$ cat config.mk
export PLATFORM = sky130hd
export DESIGN_NAME = session_lifecycle_fsm_top_flat
export DESIGN_NICKNAME = d
export VERILOG_FILES = /design/src/rtl/slf_pkg.sv /design/src/rtl/slf_if.sv /design/src/rtl/slf_guard.sv /design/src/rtl/session_lifecycle_fsm_top.sv /design/src/flat_wrapper.sv
export SDC_FILE = /design/constraint.sdc
export NUM_CORES = 1
export LEC_CHECK = 0
export BUFFER_PORTS_ARGS = -buffer_cell sky130_fd_sc_hd__buf_4
export CAP_MARGIN = 15
export CORE_ASPECT_RATIO = 0.6
export CORE_MARGIN = 2
export CORE_UTILIZATION = 60
export CTS_CLUSTER_DIAMETER = 150
export DETAILED_ROUTE_END_ITERATION = 10
export HOLD_SLACK_MARGIN = 0.1
export PLACE_DENSITY = 0.84
export SYNTH_ARGS = -nofsm -noshare
export SYNTH_HDL_FRONTEND = slang
export SYNTH_SLANG_ARGS = --single-unit
$ cat constraint.sdc
create_clock -name clk -period 9 [get_ports clk]
set_input_delay 1.8 -clock clk [delete_from_list [all_inputs] [get_ports clk]]
set_output_delay 1.8 -clock clk [all_outputs]
set_load 0.02 [all_outputs]
$ cat src/rtl/slf_pkg.sv
// ----------------------------------------------------------------------------
// slf_pkg: session lifecycle controller package
// Shared widths, state and event codes, and the guard result struct.
// ----------------------------------------------------------------------------
package slf_pkg;

  localparam int OpW  = 4;
  localparam int StW  = 4;
  localparam int GenW = 64;

  typedef enum logic [StW-1:0] {
    ST_IDLE         = 4'd0,
    ST_LISTENING    = 4'd1,
    ST_CONNECTING   = 4'd2,
    ST_AWAITING     = 4'd3,
    ST_NEGOTIATING  = 4'd4,
    ST_CONNECTED    = 4'd5,
    ST_STREAMING    = 4'd6,
    ST_RECONNECTING = 4'd7,
    ST_STOPPING     = 4'd8,
    ST_TIMEDOUT     = 4'd9
  } sess_state_t;

  typedef enum logic [OpW-1:0] {
    OP_SET_ROLE  = 4'd0,
    OP_LISTEN    = 4'd1,
    OP_CONNECT   = 4'd2,
    OP_AWAIT     = 4'd3,
    OP_APPROVE   = 4'd4,
    OP_REJECT    = 4'd5,
    OP_CONNECTED = 4'd6,
    OP_STREAM    = 4'd7,
    OP_UNSTREAM  = 4'd8,
    OP_RECONNECT = 4'd9,
    OP_RESTORE   = 4'd10,
    OP_STOP      = 4'd11,
    OP_TIMEOUT   = 4'd12,
    OP_FINISH    = 4'd13,
    OP_QUERY     = 4'd14
  } op_t;

  localparam logic ROLE_CONTROLLER = 1'b0;
  localparam logic ROLE_CONTROLLED = 1'b1;

  // One registered event
  typedef struct packed {
    logic [OpW-1:0] op;
    logic           new_role;
    logic           keep;
  } event_t;

  // Guard decision and the state it leaves behind
  typedef struct packed {
    logic        accepted;
    sess_state_t state;
    logic        role;
    logic        flag;
    logic        gen_inc;
  } guard_res_t;

  function automatic logic session_active(sess_state_t s);
    return (s != ST_IDLE) && (s != ST_LISTENING) &&
           (s != ST_STOPPING) && (s != ST_TIMEDOUT);
  endfunction

endpackage

$ cat src/rtl/slf_if.sv
// ----------------------------------------------------------------------------
// slf_if: session lifecycle channels
// Valid/ready channels for events in and results out.
// ----------------------------------------------------------------------------
interface slf_in_if import slf_pkg::*; ();
  logic           valid;
  logic           ready;
  logic [OpW-1:0] operation;
  logic           new_role;
  logic           keep_listening;

  modport source (output valid, operation, new_role, keep_listening, input ready);
  modport sink   (input valid, operation, new_role, keep_listening, output ready);
endinterface

interface slf_out_if import slf_pkg::*; ();
  logic            valid;
  logic            ready;
  logic            accepted;
  logic [StW-1:0]  session_state;
  logic            current_role;
  logic [GenW-1:0] session_generation;
  logic            can_enter_remote_desktop;
  logic            can_start_controlled_streaming;
  logic            can_send_input;
  logic            can_receive_input;
  logic            can_sync_clipboard;
  logic            in_negotiation;
  logic            has_active_session;

  modport source (
    output valid, accepted, session_state, current_role, session_generation,
           can_enter_remote_desktop, can_start_controlled_streaming,
           can_send_input, can_receive_input, can_sync_clipboard,
           in_negotiation, has_active_session,
    input  ready
  );
  modport sink (
    input  valid, accepted, session_state, current_role, session_generation,
           can_enter_remote_desktop, can_start_controlled_streaming,
           can_send_input, can_receive_input, can_sync_clipboard,
           in_negotiation, has_active_session,
    output ready
  );
endinterface

$ cat src/rtl/slf_guard.sv
// ----------------------------------------------------------------------------
// slf_guard: event guard and transition logic
// Decides whether an event is accepted and what state it leaves behind.
// ----------------------------------------------------------------------------
module slf_guard import slf_pkg::*; (
  input  event_t      ev,
  input  sess_state_t cur_state,
  input  logic        cur_role,
  input  logic        cur_flag,
  output guard_res_t  res
);

  always_comb begin
    res.accepted = 1'b0;
    res.state    = cur_state;
    res.role     = cur_role;
    res.flag     = cur_flag;
    res.gen_inc  = 1'b0;
    case (op_t'(ev.op))
      OP_SET_ROLE: begin
        if (cur_state == ST_IDLE) begin
          res.role     = ev.new_role;
          res.accepted = 1'b1;
        end
      end
      OP_LISTEN: begin
        if (cur_state == ST_IDLE) begin
          res.role     = ROLE_CONTROLLED;
          res.state    = ST_LISTENING;
          res.flag     = 1'b0;
          res.gen_inc  = 1'b1;
          res.accepted = 1'b1;
        end
      end
      OP_CONNECT: begin
        if (cur_state == ST_IDLE) begin
          res.role     = ROLE_CONTROLLER;
          res.state    = ST_CONNECTING;
          res.flag     = 1'b0;
          res.gen_inc  = 1'b1;
          res.accepted = 1'b1;
        end
      end
      OP_AWAIT: begin
        // only the listening side opens a new generation here
        if (cur_state == ST_LISTENING) begin
          res.state    = ST_AWAITING;
          res.gen_inc  = 1'b1;
          res.accepted = 1'b1;
        end else if (cur_state == ST_CONNECTING) begin
          res.state    = ST_AWAITING;
          res.accepted = 1'b1;
        end
      end
      OP_APPROVE: begin
        if (cur_state == ST_AWAITING) begin
          res.state    = ST_NEGOTIATING;
          res.accepted = 1'b1;
        end
      end
      OP_REJECT: begin
        if (cur_state == ST_AWAITING) begin
          res.state    = (cur_role == ROLE_CONTROLLED) ? ST_LISTENING : ST_IDLE;
          res.flag     = 1'b0;
          res.accepted = 1'b1;
        end
      end
      OP_CONNECTED: begin
        if (cur_state == ST_NEGOTIATING || cur_state == ST_CONNECTED) begin
          res.state    = ST_CONNECTED;
          res.flag     = 1'b0;
          res.accepted = 1'b1;
        end
      end
      OP_STREAM: begin
        if (cur_state == ST_CONNECTED) begin
          res.state    = ST_STREAMING;
          res.flag     = 1'b0;
          res.accepted = 1'b1;
        end
      end
      OP_UNSTREAM: begin
        if (cur_state == ST_STREAMING) begin
          res.state    = ST_CONNECTED;
          res.flag     = 1'b0;
          res.accepted = 1'b1;
        end
      end
      OP_RECONNECT: begin
        if (session_active(cur_state) && cur_state != ST_RECONNECTING) begin
          res.flag     = (cur_state == ST_STREAMING);
          res.state    = ST_RECONNECTING;
          res.accepted = 1'b1;
        end
      end
      OP_RESTORE: begin
        if (cur_state == ST_RECONNECTING) begin
          res.state    = cur_flag ? ST_STREAMING : ST_CONNECTED;
          res.flag     = 1'b0;
          res.accepted = 1'b1;
        end
      end
      OP_STOP: begin
        if (cur_state != ST_IDLE && cur_state != ST_STOPPING &&
            cur_state != ST_TIMEDOUT) begin
          res.state    = ST_STOPPING;
          res.accepted = 1'b1;
        end
      end
      OP_TIMEOUT: begin
        if (cur_state == ST_STOPPING) begin
          res.state    = ST_TIMEDOUT;
          res.accepted = 1'b1;
        end
      end
      OP_FINISH: begin
        res.state    = (ev.keep && cur_role == ROLE_CONTROLLED) ? ST_LISTENING : ST_IDLE;
        res.flag     = 1'b0;
        res.accepted = 1'b1;
      end
      OP_QUERY: begin
        res.accepted = 1'b1;
      end
      default: begin
        // unused code: refused, nothing changes
        res.accepted = 1'b0;
      end
    endcase
  end

endmodule

$ cat src/rtl/session_lifecycle_fsm_top.sv
// ----------------------------------------------------------------------------
// session_lifecycle_fsm_top: session lifecycle controller
// Ten-state session FSM with role, reconnect flag and generation counter.
// ----------------------------------------------------------------------------
// Pipeline: an input transfer loads the event register; the guard result
//   moves into the result register when that is free or being drained.
// Throughput: one event per cycle while the sink keeps ready high; the
//   guard and the 64-bit generation add sit between the two registers.
// Reset (rst_n low, synchronous): state idle, role controller, reconnect
//   flag and generation cleared, both pipeline registers empty.
// ----------------------------------------------------------------------------
module session_lifecycle_fsm_top import slf_pkg::*; (
  input  logic      clk,
  input  logic      rst_n,
  slf_in_if.sink    in_ch,
  slf_out_if.source out_ch
);

  // Event register: one event waiting for its turn at the guard
  logic        ev_valid_r;
  event_t      ev_r;

  // Session state
  sess_state_t state_r;
  logic        role_r;
  logic        flag_r;
  logic [GenW-1:0] gen_r;
  logic [GenW-1:0] gen_nxt;

  // Result register
  logic        out_valid_r;
  logic        out_acc_r;
  sess_state_t out_state_r;
  logic        out_role_r;
  logic [GenW-1:0] out_gen_r;

  guard_res_t  res;
  logic        advance;

  // The event moves into the result register when that register is free
  // or being drained this cycle; the event register refills behind it.
  assign advance     = ev_valid_r && (!out_valid_r || out_ch.ready);
  assign in_ch.ready = !ev_valid_r || advance;

  slf_guard u_guard (
    .ev        (ev_r),
    .cur_state (state_r),
    .cur_role  (role_r),
    .cur_flag  (flag_r),
    .res       (res)
  );

  // wrapping generation counter
  assign gen_nxt = res.gen_inc ? gen_r + GenW'(1) : gen_r;

  always_ff @(posedge clk) begin
    if (!rst_n) begin
      ev_valid_r  <= 1'b0;
      out_valid_r <= 1'b0;
      state_r     <= ST_IDLE;
      role_r      <= ROLE_CONTROLLER;
      flag_r      <= 1'b0;
      gen_r       <= '0;
    end else begin
      if (in_ch.ready) begin
        ev_valid_r <= in_ch.valid;
      end
      if (advance) begin
        out_valid_r <= 1'b1;
        state_r     <= res.state;
        role_r      <= res.role;
        flag_r      <= res.flag;
        gen_r       <= gen_nxt;
      end else if (out_ch.ready) begin
        out_valid_r <= 1'b0;
      end
    end
  end

  // payload registers, no reset
  always_ff @(posedge clk) begin
    if (in_ch.valid && in_ch.ready) begin
      ev_r.op       <= in_ch.operation;
      ev_r.new_role <= in_ch.new_role;
      ev_r.keep     <= in_ch.keep_listening;
    end
    if (advance) begin
      out_acc_r   <= res.accepted;
      out_state_r <= res.state;
      out_role_r  <= res.role;
      out_gen_r   <= gen_nxt;
    end
  end

  // Permission flags decode from the registered state and role
  assign out_ch.valid              = out_valid_r;
  assign out_ch.accepted           = out_acc_r;
  assign out_ch.session_state      = out_state_r;
  assign out_ch.current_role       = out_role_r;
  assign out_ch.session_generation = out_gen_r;
  assign out_ch.can_enter_remote_desktop =
    (out_role_r == ROLE_CONTROLLER) && (out_state_r == ST_CONNECTED);
  assign out_ch.can_start_controlled_streaming =
    (out_role_r == ROLE_CONTROLLED) && (out_state_r == ST_CONNECTED);
  assign out_ch.can_send_input =
    (out_role_r == ROLE_CONTROLLER) && (out_state_r == ST_STREAMING);
  assign out_ch.can_receive_input =
    (out_role_r == ROLE_CONTROLLED) && (out_state_r == ST_STREAMING);
  assign out_ch.can_sync_clipboard = (out_state_r == ST_STREAMING);
  assign out_ch.in_negotiation =
    (out_state_r == ST_CONNECTING) || (out_state_r == ST_AWAITING) ||
    (out_state_r == ST_NEGOTIATING);
  assign out_ch.has_active_session = session_active(out_state_r);

`ifndef SYNTH
  // a refused event leaves the session untouched
  a_refused_holds: assert property (@(posedge clk) disable iff (!rst_n)
    advance && !res.accepted |=> $stable(state_r) && $stable(role_r) &&
                                 $stable(gen_r))
    else $error("refused event changed session state");

  // session state only moves when an event goes through the guard
  a_state_only_on_advance: assert property (@(posedge clk) disable iff (!rst_n)
    !advance |=> $stable(state_r) && $stable(gen_r) && $stable(flag_r))
    else $error("session state moved without an event");

  // the reported result matches the session state it left behind
  a_result_tracks_state: assert property (@(posedge clk) disable iff (!rst_n)
    advance |=> out_state_r == state_r && out_gen_r == gen_r &&
                out_role_r == role_r)
    else $error("result out of step with session state");

  // reconnect flag is only held from reconnecting on through teardown;
  // stop and timeout keep it, finish and restore clear it
  a_flag_only_reconnecting: assert property (@(posedge clk) disable iff (!rst_n)
    flag_r |-> (state_r == ST_RECONNECTING) || (state_r == ST_STOPPING) ||
               (state_r == ST_TIMEDOUT))
    else $error("reconnect flag set outside reconnecting");
`endif

endmodule

$ cat src/flat_wrapper.sv
// flat-port wrapper written by rule: the top's interface ports become plain ports
module session_lifecycle_fsm_top_flat import slf_pkg::*;
  (clk, rst_n, in_ch_valid, in_ch_operation, in_ch_new_role, in_ch_keep_listening, in_ch_ready, out_ch_valid, out_ch_accepted, out_ch_session_state, out_ch_current_role, out_ch_session_generation, out_ch_can_enter_remote_desktop, out_ch_can_start_controlled_streaming, out_ch_can_send_input, out_ch_can_receive_input, out_ch_can_sync_clipboard, out_ch_in_negotiation, out_ch_has_active_session, out_ch_ready);
  slf_in_if in_ch_i ();
  slf_out_if out_ch_i ();
  input  logic clk;
  input  logic rst_n;
  input wire logic [$bits(in_ch_i.valid)-1:0] in_ch_valid;
  input wire logic [$bits(in_ch_i.operation)-1:0] in_ch_operation;
  input wire logic [$bits(in_ch_i.new_role)-1:0] in_ch_new_role;
  input wire logic [$bits(in_ch_i.keep_listening)-1:0] in_ch_keep_listening;
  output wire logic [$bits(in_ch_i.ready)-1:0] in_ch_ready;
  output wire logic [$bits(out_ch_i.valid)-1:0] out_ch_valid;
  output wire logic [$bits(out_ch_i.accepted)-1:0] out_ch_accepted;
  output wire logic [$bits(out_ch_i.session_state)-1:0] out_ch_session_state;
  output wire logic [$bits(out_ch_i.current_role)-1:0] out_ch_current_role;
  output wire logic [$bits(out_ch_i.session_generation)-1:0] out_ch_session_generation;
  output wire logic [$bits(out_ch_i.can_enter_remote_desktop)-1:0] out_ch_can_enter_remote_desktop;
  output wire logic [$bits(out_ch_i.can_start_controlled_streaming)-1:0] out_ch_can_start_controlled_streaming;
  output wire logic [$bits(out_ch_i.can_send_input)-1:0] out_ch_can_send_input;
  output wire logic [$bits(out_ch_i.can_receive_input)-1:0] out_ch_can_receive_input;
  output wire logic [$bits(out_ch_i.can_sync_clipboard)-1:0] out_ch_can_sync_clipboard;
  output wire logic [$bits(out_ch_i.in_negotiation)-1:0] out_ch_in_negotiation;
  output wire logic [$bits(out_ch_i.has_active_session)-1:0] out_ch_has_active_session;
  input wire logic [$bits(out_ch_i.ready)-1:0] out_ch_ready;
  assign in_ch_i.valid = in_ch_valid;
  assign in_ch_i.operation = in_ch_operation;
  assign in_ch_i.new_role = in_ch_new_role;
  assign in_ch_i.keep_listening = in_ch_keep_listening;
  assign in_ch_ready = in_ch_i.ready;
  assign out_ch_valid = out_ch_i.valid;
  assign out_ch_accepted = out_ch_i.accepted;
  assign out_ch_session_state = out_ch_i.session_state;
  assign out_ch_current_role = out_ch_i.current_role;
  assign out_ch_session_generation = out_ch_i.session_generation;
  assign out_ch_can_enter_remote_desktop = out_ch_i.can_enter_remote_desktop;
  assign out_ch_can_start_controlled_streaming = out_ch_i.can_start_controlled_streaming;
  assign out_ch_can_send_input = out_ch_i.can_send_input;
  assign out_ch_can_receive_input = out_ch_i.can_receive_input;
  assign out_ch_can_sync_clipboard = out_ch_i.can_sync_clipboard;
  assign out_ch_in_negotiation = out_ch_i.in_negotiation;
  assign out_ch_has_active_session = out_ch_i.has_active_session;
  assign out_ch_i.ready = out_ch_ready;
  session_lifecycle_fsm_top u_core (.clk(clk), .rst_n(rst_n), .in_ch(in_ch_i), .out_ch(out_ch_i));
endmodule
==> results of run 1 <==
-- kinds of logic after synthesis --
kind of cell               count (synthesis)  share of synthesized area, %
buffers and inverters                     80                          3.79
adders and majority gates                  1                         0.157
muxes                                      9                          1.16
DFF                                      148                          46.8
AOI/OAI and AO/OA                        151                          12.8
and+or+nand+nor                          393                          27.1
xor gates and xnor gates                  74                          8.14
-- routing by layer --
layer	up-vias	track usage, %
met5	-	0
met2	579	43.1
li1	3347	-
met4	0	7.33
met1	3437	48.0
met3	43	10.1
-- report_power, final --
part | total, µW | internal [µW] | leakage (µW) | switching (µW)
Sequential | 744 | 728 | 0.00127 | 15.4
Combinational | 123 | 44.1 | 0.00164 | 78.6
Clock | 746 | 465 | 0.000288 | 281
-- how the worst max path moves through the flow --
stage | from | to | cells past startpoint
finish | out_ch_ready | u_core.gen_r[36]$_SDFFE_PN0P_ | 9
global route | out_ch_ready | u_core.gen_r[36]$_SDFFE_PN0P_ | 9
CTS | out_ch_ready | u_core.gen_r[36]$_SDFFE_PN0P_ | 9
detailed placement | out_ch_ready | u_core.gen_r[36]$_SDFFE_PN0P_ | 9
global placement | out_ch_ready | u_core.gen_r[36]$_SDFFE_PN0P_ | 9
floorplan | out_ch_ready | u_core.gen_r[37]$_SDFFE_PN0P_ | 7
-- area by class of cell --
type | count | area share (%)
repair buffers | 98 | 8.00
inverters | 16 | 0.646
clock buffers | 20 | 4.70
multi-input cells | 628 | 42.3
clock inverters | 12 | 1.95
well taps | 170 | 2.29
flip-flops and latches | 148 | 40.1
-- through the flow --
stage                     setup slack, ps  hold WS, ps  power, µW
after CTS                            4640          464       1610
after global placement               4360          451        876
after global routing                 4400          509       1650
final                                4610          465       1610
after detailed placement             4270          452        878
after floorplan                      3330          435        831
-- cells in the mapped netlist, types with 15 or more instances --
library cell	count	area (µm²)
or4_1	36	270
nor3_1	34	170
a21oi_1	46	230
nand2_1	66	248
o31ai_1	28	210
clkbuf_1	57	214
nand3_1	38	190
inv_1	15	56.3
nor2_1	65	244
nor4_1	34	213
xor2_1	48	420
xnor2_1	26	228
edfxtp_1	76	2280
dfxtp_1	72	1440
nand4_1	46	288
-- flip-flops by register name (all words and copies together) (netlist names) --
name,count
u_core.ev_r,6
u_core.ev_valid_r,1
u_core.flag_r,1
u_core.gen_r,64
u_core.out_ch.accepted,1
u_core.out_ch.current_role,1
u_core.out_ch.session_generation,64
u_core.out_ch.session_state,4
u_core.out_ch.valid,1
u_core.role_r,1
u_core.state_r,4
-- critical path, stage by stage --
cell and delay (ps):
buf_4 80, nand2b_1 110, nand2_1 50, buf_4 210
inv_2 660, buf_4 580, nand2_1 430, or4_1 630
a21oi_1 150
-- placed cells by master (no fill, tap or decap), types with 4 or more instances in the layout --
cell type and count:
o21ai_0 13, or2_2 5, edfxtp_1 76, o31ai_1 28, o31a_1 6, inv_1 14
o21a_1 7, nand3_1 38, nor4_1 34, nor3_1 34, a21oi_1 46, nor2_1 65
and4_1 4, clkbuf_16 17, nor3b_1 6, mux2i_1 7, o211ai_1 14, buf_4 97
or3_1 8, nor2b_1 10, or4_1 36, bufinv_16 4, xnor2_1 26, nand2b_1 12
nand4_1 46, nand2_1 66, and3_1 6, o41ai_1 5, and2_1 4, xor2_1 48
dfxtp_1 72
==> impl_metrics.csv, run 1 <==
group,metric,value,unit
outcome,status,"complete, no violations",
yosys,synth_cells,856,
yosys,synth.ff_latch_count,148,
placement,portBuffers,88,
clock_tree,cts_hold_buf,0,
die,die_h,93.2,µm
die,ios,89,
worst_hold_path,holdPathStages,2,
sta,slew_headroom,17.9,%
die,core_area,12900,µm²
clock_tree,cts_resized,0,
routing,drt_iter0_drc,1117,
sta,min_period,4390,ps
worst_hold_path,hold_start,"u_core.flag_r$_SDFFE_PN0P_",
routing,topRoutingLayerUsed,"met4",
yosys,ys.flop_type,"edfxtp_1",
global_routing,grt_pass1_wl,35400,µm
sta,skew,10.3,ps
clock_tree,cts_made_buffers,17,
pwr,peakVddDrop,0.133,mV
worst_setup_path,worstPathMaxFanout,41,
clock_tree,cts_tree,"done",
global_routing,grt_pass1_vias,6411,
clock_tree,clock_latency,420,ps
routing,routed_wl,22300,µm
sta,finalHoldViolations,0,
worst_setup_path,startpoint_type,"input pin",
cells_and_area,layout-drive-gt1-share,15.2,%
yosys,synth_edf_count,76,
clock_tree,root_buffer,"clkbuf_16",
global_routing,grt_start_max_net_pins,57,
sta,setup_viol_count_final,0,
worst_setup_path,endpoint_kind,"register",
pwr,p_leak,0.00319,µW
die,rows,32,
placement,placed_cells,1059,
die,initial_core_util,61.7,%
flow_run,cap_violations,0,
routing,ant_nets,0,
clock_tree,clock-sinks,148,
die,dieArea,14200,µm²
cells_and_area,syn2layout_area_growth,16.7,%
worst_hold_path,worstHoldPathType,"register to register",
die,die_x,153,µm
placement,place_congestion,0.983,
routing,met1_length,9610,µm
routing,wl_met2,9060,µm
clock_tree,ctsLongestPathBuffers,2,
clock_tree,clk_pin_slew,60,ps
cells_and_area,final_util,72.1,%
global_routing,grtUsageTotal,31.5,%
sta,slew_violations,0,
pwr,power_density,174,nW/µm²
routing,route.detailed.drc,0,
placement,dp_hpwl,14800,µm
sta,timing.final.crit_share,48.8,%
routing,wire_per_inst,20.4,µm
cells_and_area,nets,920,
cells_and_area,instances_no_fill,1092,
routing,vias_per_cell,6.78,
cells_and_area,fillers,946,
worst_setup_path,critPathRequiredTime,9350,ps
worst_setup_path,critPathKind,"input pin to register",
cells_and_area,register_area,3720,µm²
yosys,ys_types,68,
cells_and_area,multi_input_area,3940,µm²
worst_setup_path,worstReg2RegEnd,"u_core.gen_r[33]$_SDFFE_PN0P_",
worst_setup_path,r2r_slack,5290,ps
yosys,yosysSeqAreaShare,46.8,%
yosys,ys_warn_count,0,
routing,wl_met3,3310,µm
sta,rsz0062_at_grt,"no",
yosys,synth.avg_cell_area,9.30,µm²
global_routing,antenna_found_initial,0,
worst_setup_path,reg2reg_depth,5,
sta,fmax,228,MHz
yosys,ys_async_sr_fraction,0,%
global_routing,grt_overflow,0,
worst_setup_path,reg2reg_from,"u_core.ev_r[4]$_DFFE_PP_",
yosys,syn_nets,867,
clock_tree,cts_max_level,4,
yosys,netlist_area,7960,µm²
cells_and_area,num_antenna_cells,0,
sta,tns,0,ps
routing,via_count,7406,
placement,place_area,8660,µm²
worst_setup_path,critPathArrivalTime,4740,ps
cells_and_area,final_area,9290,µm²
clock_tree,cts_setup_buffers,0,
sta,worst_pin_slew,1230,ps
routing,drt_pass1_iterations,7,
worst_hold_path,holdPathEnd,"u_core.flag_r$_SDFFE_PN0P_",
(Power assumes the default switching activity.)
==> inputs of run 2 (changes only) <==
CORE_UTILIZATION = 59   (was 60)
PLACE_DENSITY = 0.83   (was 0.84)
clock period = 4.3 ns   (was 9 ns; I/O delays follow)
==> run 2 against run 1 <==
Hold slack got worse by 1.3 ps. Critical path depth decreased by 3. Sequential share of layout area decreased by 0.34 points. First-iteration DRC count increased by 3.8%. Highest routed layer unchanged. Total power increased by 110%. Sequential cell count unchanged. Die area increased by 1.6%. Clock power increased by 120%. Non-clock buffer count increased by 7. Via count about the same. Final area increased by 0.85%.
==> impl_metrics.csv, run 2 (synthesis gave the netlist of run 1 again) <==
group,metric,value,unit
placement,place_ws,1470,ps
worst_hold_path,holdPathEnd,"u_core.flag_r$_SDFFE_PN0P_",
placement,place_congestion,1.00,
global_routing,grt_pass1_wl,34300,µm
clock_tree,clock_latency,430,ps
sta,worst_pin_slew,1100,ps
routing,drt_iter0_drc,1159,
worst_setup_path,critPathKind,"register to register",
clock_tree,clock-sinks,148,
sta,fmax,326,MHz
cells_and_area,final_common_cell,"buf_4",
global_routing,grt_start_max_net_pins,56,
sta,finalHoldViolations,0,
worst_setup_path,r2r_slack,1230,ps
sta,finalWorstSetupSlack,1230,ps
cells_and_area,num_antenna_cells,0,
routing,vias_per_cell,6.74,
routing,via_count,7410,
pwr,power_density,367,nW/µm²
clock_tree,cts_max_level,4,
die,rows,32,
routing,routed_wl,22100,µm
clock_tree,root_buffer,"clkbuf_16",
clock_tree,cts_resized,0,
sta,slew_violations,0,
cells_and_area,fillers,954,
global_routing,grt_overflow,0,
pwr,p_sw_share,23.0,%
clock_tree,cts_tree,"done",
die,core_area,13000,µm²
worst_setup_path,reg2reg_depth,6,
worst_setup_path,worst-path-buf-inv,1,
worst_setup_path,critPathMaxStageDelay,630,ps
sta,tns,0,ps
sta,min_period,3070,ps
die,die_h,94.0,µm
global_routing,grtUsageTotal,30.6,%
worst_hold_path,worstHoldPathType,"register to register",
cells_and_area,final_util,72.0,%
sta,rsz0062_at_grt,"no",
die,ios,89,
cells_and_area,syn2layout_area_growth,17.7,%
clock_tree,ctsLongestPathBuffers,2,
pwr,peakVddDrop,0.297,mV
worst_setup_path,critPathRequiredTime,4640,ps
worst_setup_path,path_cells,"buf_4 > or4_4 > nor4_1 > nand4_1 > or4_1 > a21oi_1",
die,dieArea,14500,µm²
worst_setup_path,endpoint_kind,"register",
cells_and_area,register_area,3720,µm²
pwr,seqPwrFrac,44.9,%
pwr,p_leak,0.00325,µW
worst_setup_path,startpoint_type,"register",
worst_setup_path,worstPathMaxFanout,24,
placement,dp_hpwl,14700,µm
pwr,comb_power_share,8.0,%
sta,slew_headroom,25.9,%
sta,setup_viol_count_final,0,
routing,wire_per_inst,20.1,µm
clock_tree,clk_pin_slew,60,ps
cells_and_area,final_cell_mix,"buf_4 (104), edfxtp_1 (76), dfxtp_1 (72), nand2_1 (66), nor2_1 (65)",
die,initial_core_util,61.2,%
clock_tree,cts_made_buffers,17,
worst_hold_path,holdPathStages,2,
worst_setup_path,crit_slowest_cell,"nor4_1",
sta,timing.final.crit_share,71.4,%
pwr,clockPowerShare,47.1,%
cells_and_area,nets,927,
worst_setup_path,critPathArrivalTime,3410,ps
pwr,p_int,2650,µW
worst_setup_path,worstReg2RegEnd,"u_core.gen_r[13]$_SDFFE_PN0P_",
routing,route.detailed.drc,0,
clock_tree,cts_hold_buf,0,
die,die_x,154,µm
outcome,status,"complete, no violations",
placement,portBuffers,88,
flow_run,cap_violations,0,
clock_tree,cts_setup_buffers,0,
cells_and_area,multi_input_area,3940,µm²
sta,skew,14.1,ps
cells_and_area,layout-drive-gt1-share,15.9,%
routing,drt_pass1_iterations,7,
global_routing,antenna_found_initial,0,
routing,ant_nets,0,
worst_setup_path,crit_family,"simple AND/OR/NAND/NOR gates",
global_routing,grt_pass1_vias,6314,
worst_setup_path,reg2reg_from,"u_core.state_r[1]$_SDFFE_PN0P_",
pwr,p_sw,793,µW
worst_hold_path,hold_start,"u_core.flag_r$_SDFFE_PN0P_",
-- run 2: power by group through the flow --
stage	logic, µW	registers [µW]	clock network, µW
after floorplan	124	1610	0
after global placement	267	1570	0
after detailed placement	269	1570	0
after CTS	270	1550	1620
after global routing	291	1550	1690
final	275	1550	1620
-- run 2: final cells by class --
class | instances | share of cell area (%)
clock buffers | 19 | 4.62
multi-input cells | 628 | 42.0
flip-flops and latches | 148 | 39.7
clock inverters | 13 | 2.20
inverters | 16 | 0.641
well taps | 170 | 2.27
repair buffers | 105 | 8.54
-- run 2: worst max-delay path by stage --
stage	slack [ps]	endpoint	startpoint	cells after the start
3_5_place_dp	1470	u_core.gen_r[13]$_SDFFE_PN0P_	u_core.state_r[1]$_SDFFE_PN0P_	6
6_report	1230	u_core.gen_r[13]$_SDFFE_PN0P_	u_core.state_r[1]$_SDFFE_PN0P_	6
5_1_grt	1150	u_core.gen_r[13]$_SDFFE_PN0P_	u_core.ev_r[4]$_DFFE_PP_	6
3_3_place_gp	1560	u_core.gen_r[20]$_SDFFE_PN0P_	u_core.state_r[1]$_SDFFE_PN0P_	6
2_1_floorplan	990	u_core.gen_r[37]$_SDFFE_PN0P_	out_ch_ready	7
4_1_cts	1340	u_core.gen_r[13]$_SDFFE_PN0P_	u_core.state_r[1]$_SDFFE_PN0P_	6
-- run 2: through the flow --
| stage | total power (µW) | instances | instance area, µm² | hold WS [ps] |
|---|---|---|---|---|
| after floorplan | 1740 | 856 | 7960 | 435 |
| after global placement | 1840 | 1067 | 8730 | 453 |
| after detailed placement | 1840 | 1067 | 8730 | 451 |
| after CTS | 3440 | 1099 | 9370 | 465 |
| after global routing | 3530 | 1099 | 9370 | 509 |
| final | 3440 | 1099 | 9370 | 464 |
-- run 2: layer usage --
metal  up-vias  global-route usage [%]  routed length (µm)  share of wire [%]
met1      3456                    47.4               10100                 46
met5         -                       0                   0                  0
met3        53                    10.7                3190                 14
li1       3362                       -                   -                  -
met4         0                    7.24                 352                1.6
met2       539                    40.0                8430                 38
-- run 2: worst reg2reg max path: cells and delay by family, from the launching register on --
family	cells	cell delay [ps]
AO/OA/AOI/OAI	1	220
buffers and inverters	1	200
flip-flops	1	300
AND/OR/NAND/NOR	4	2280
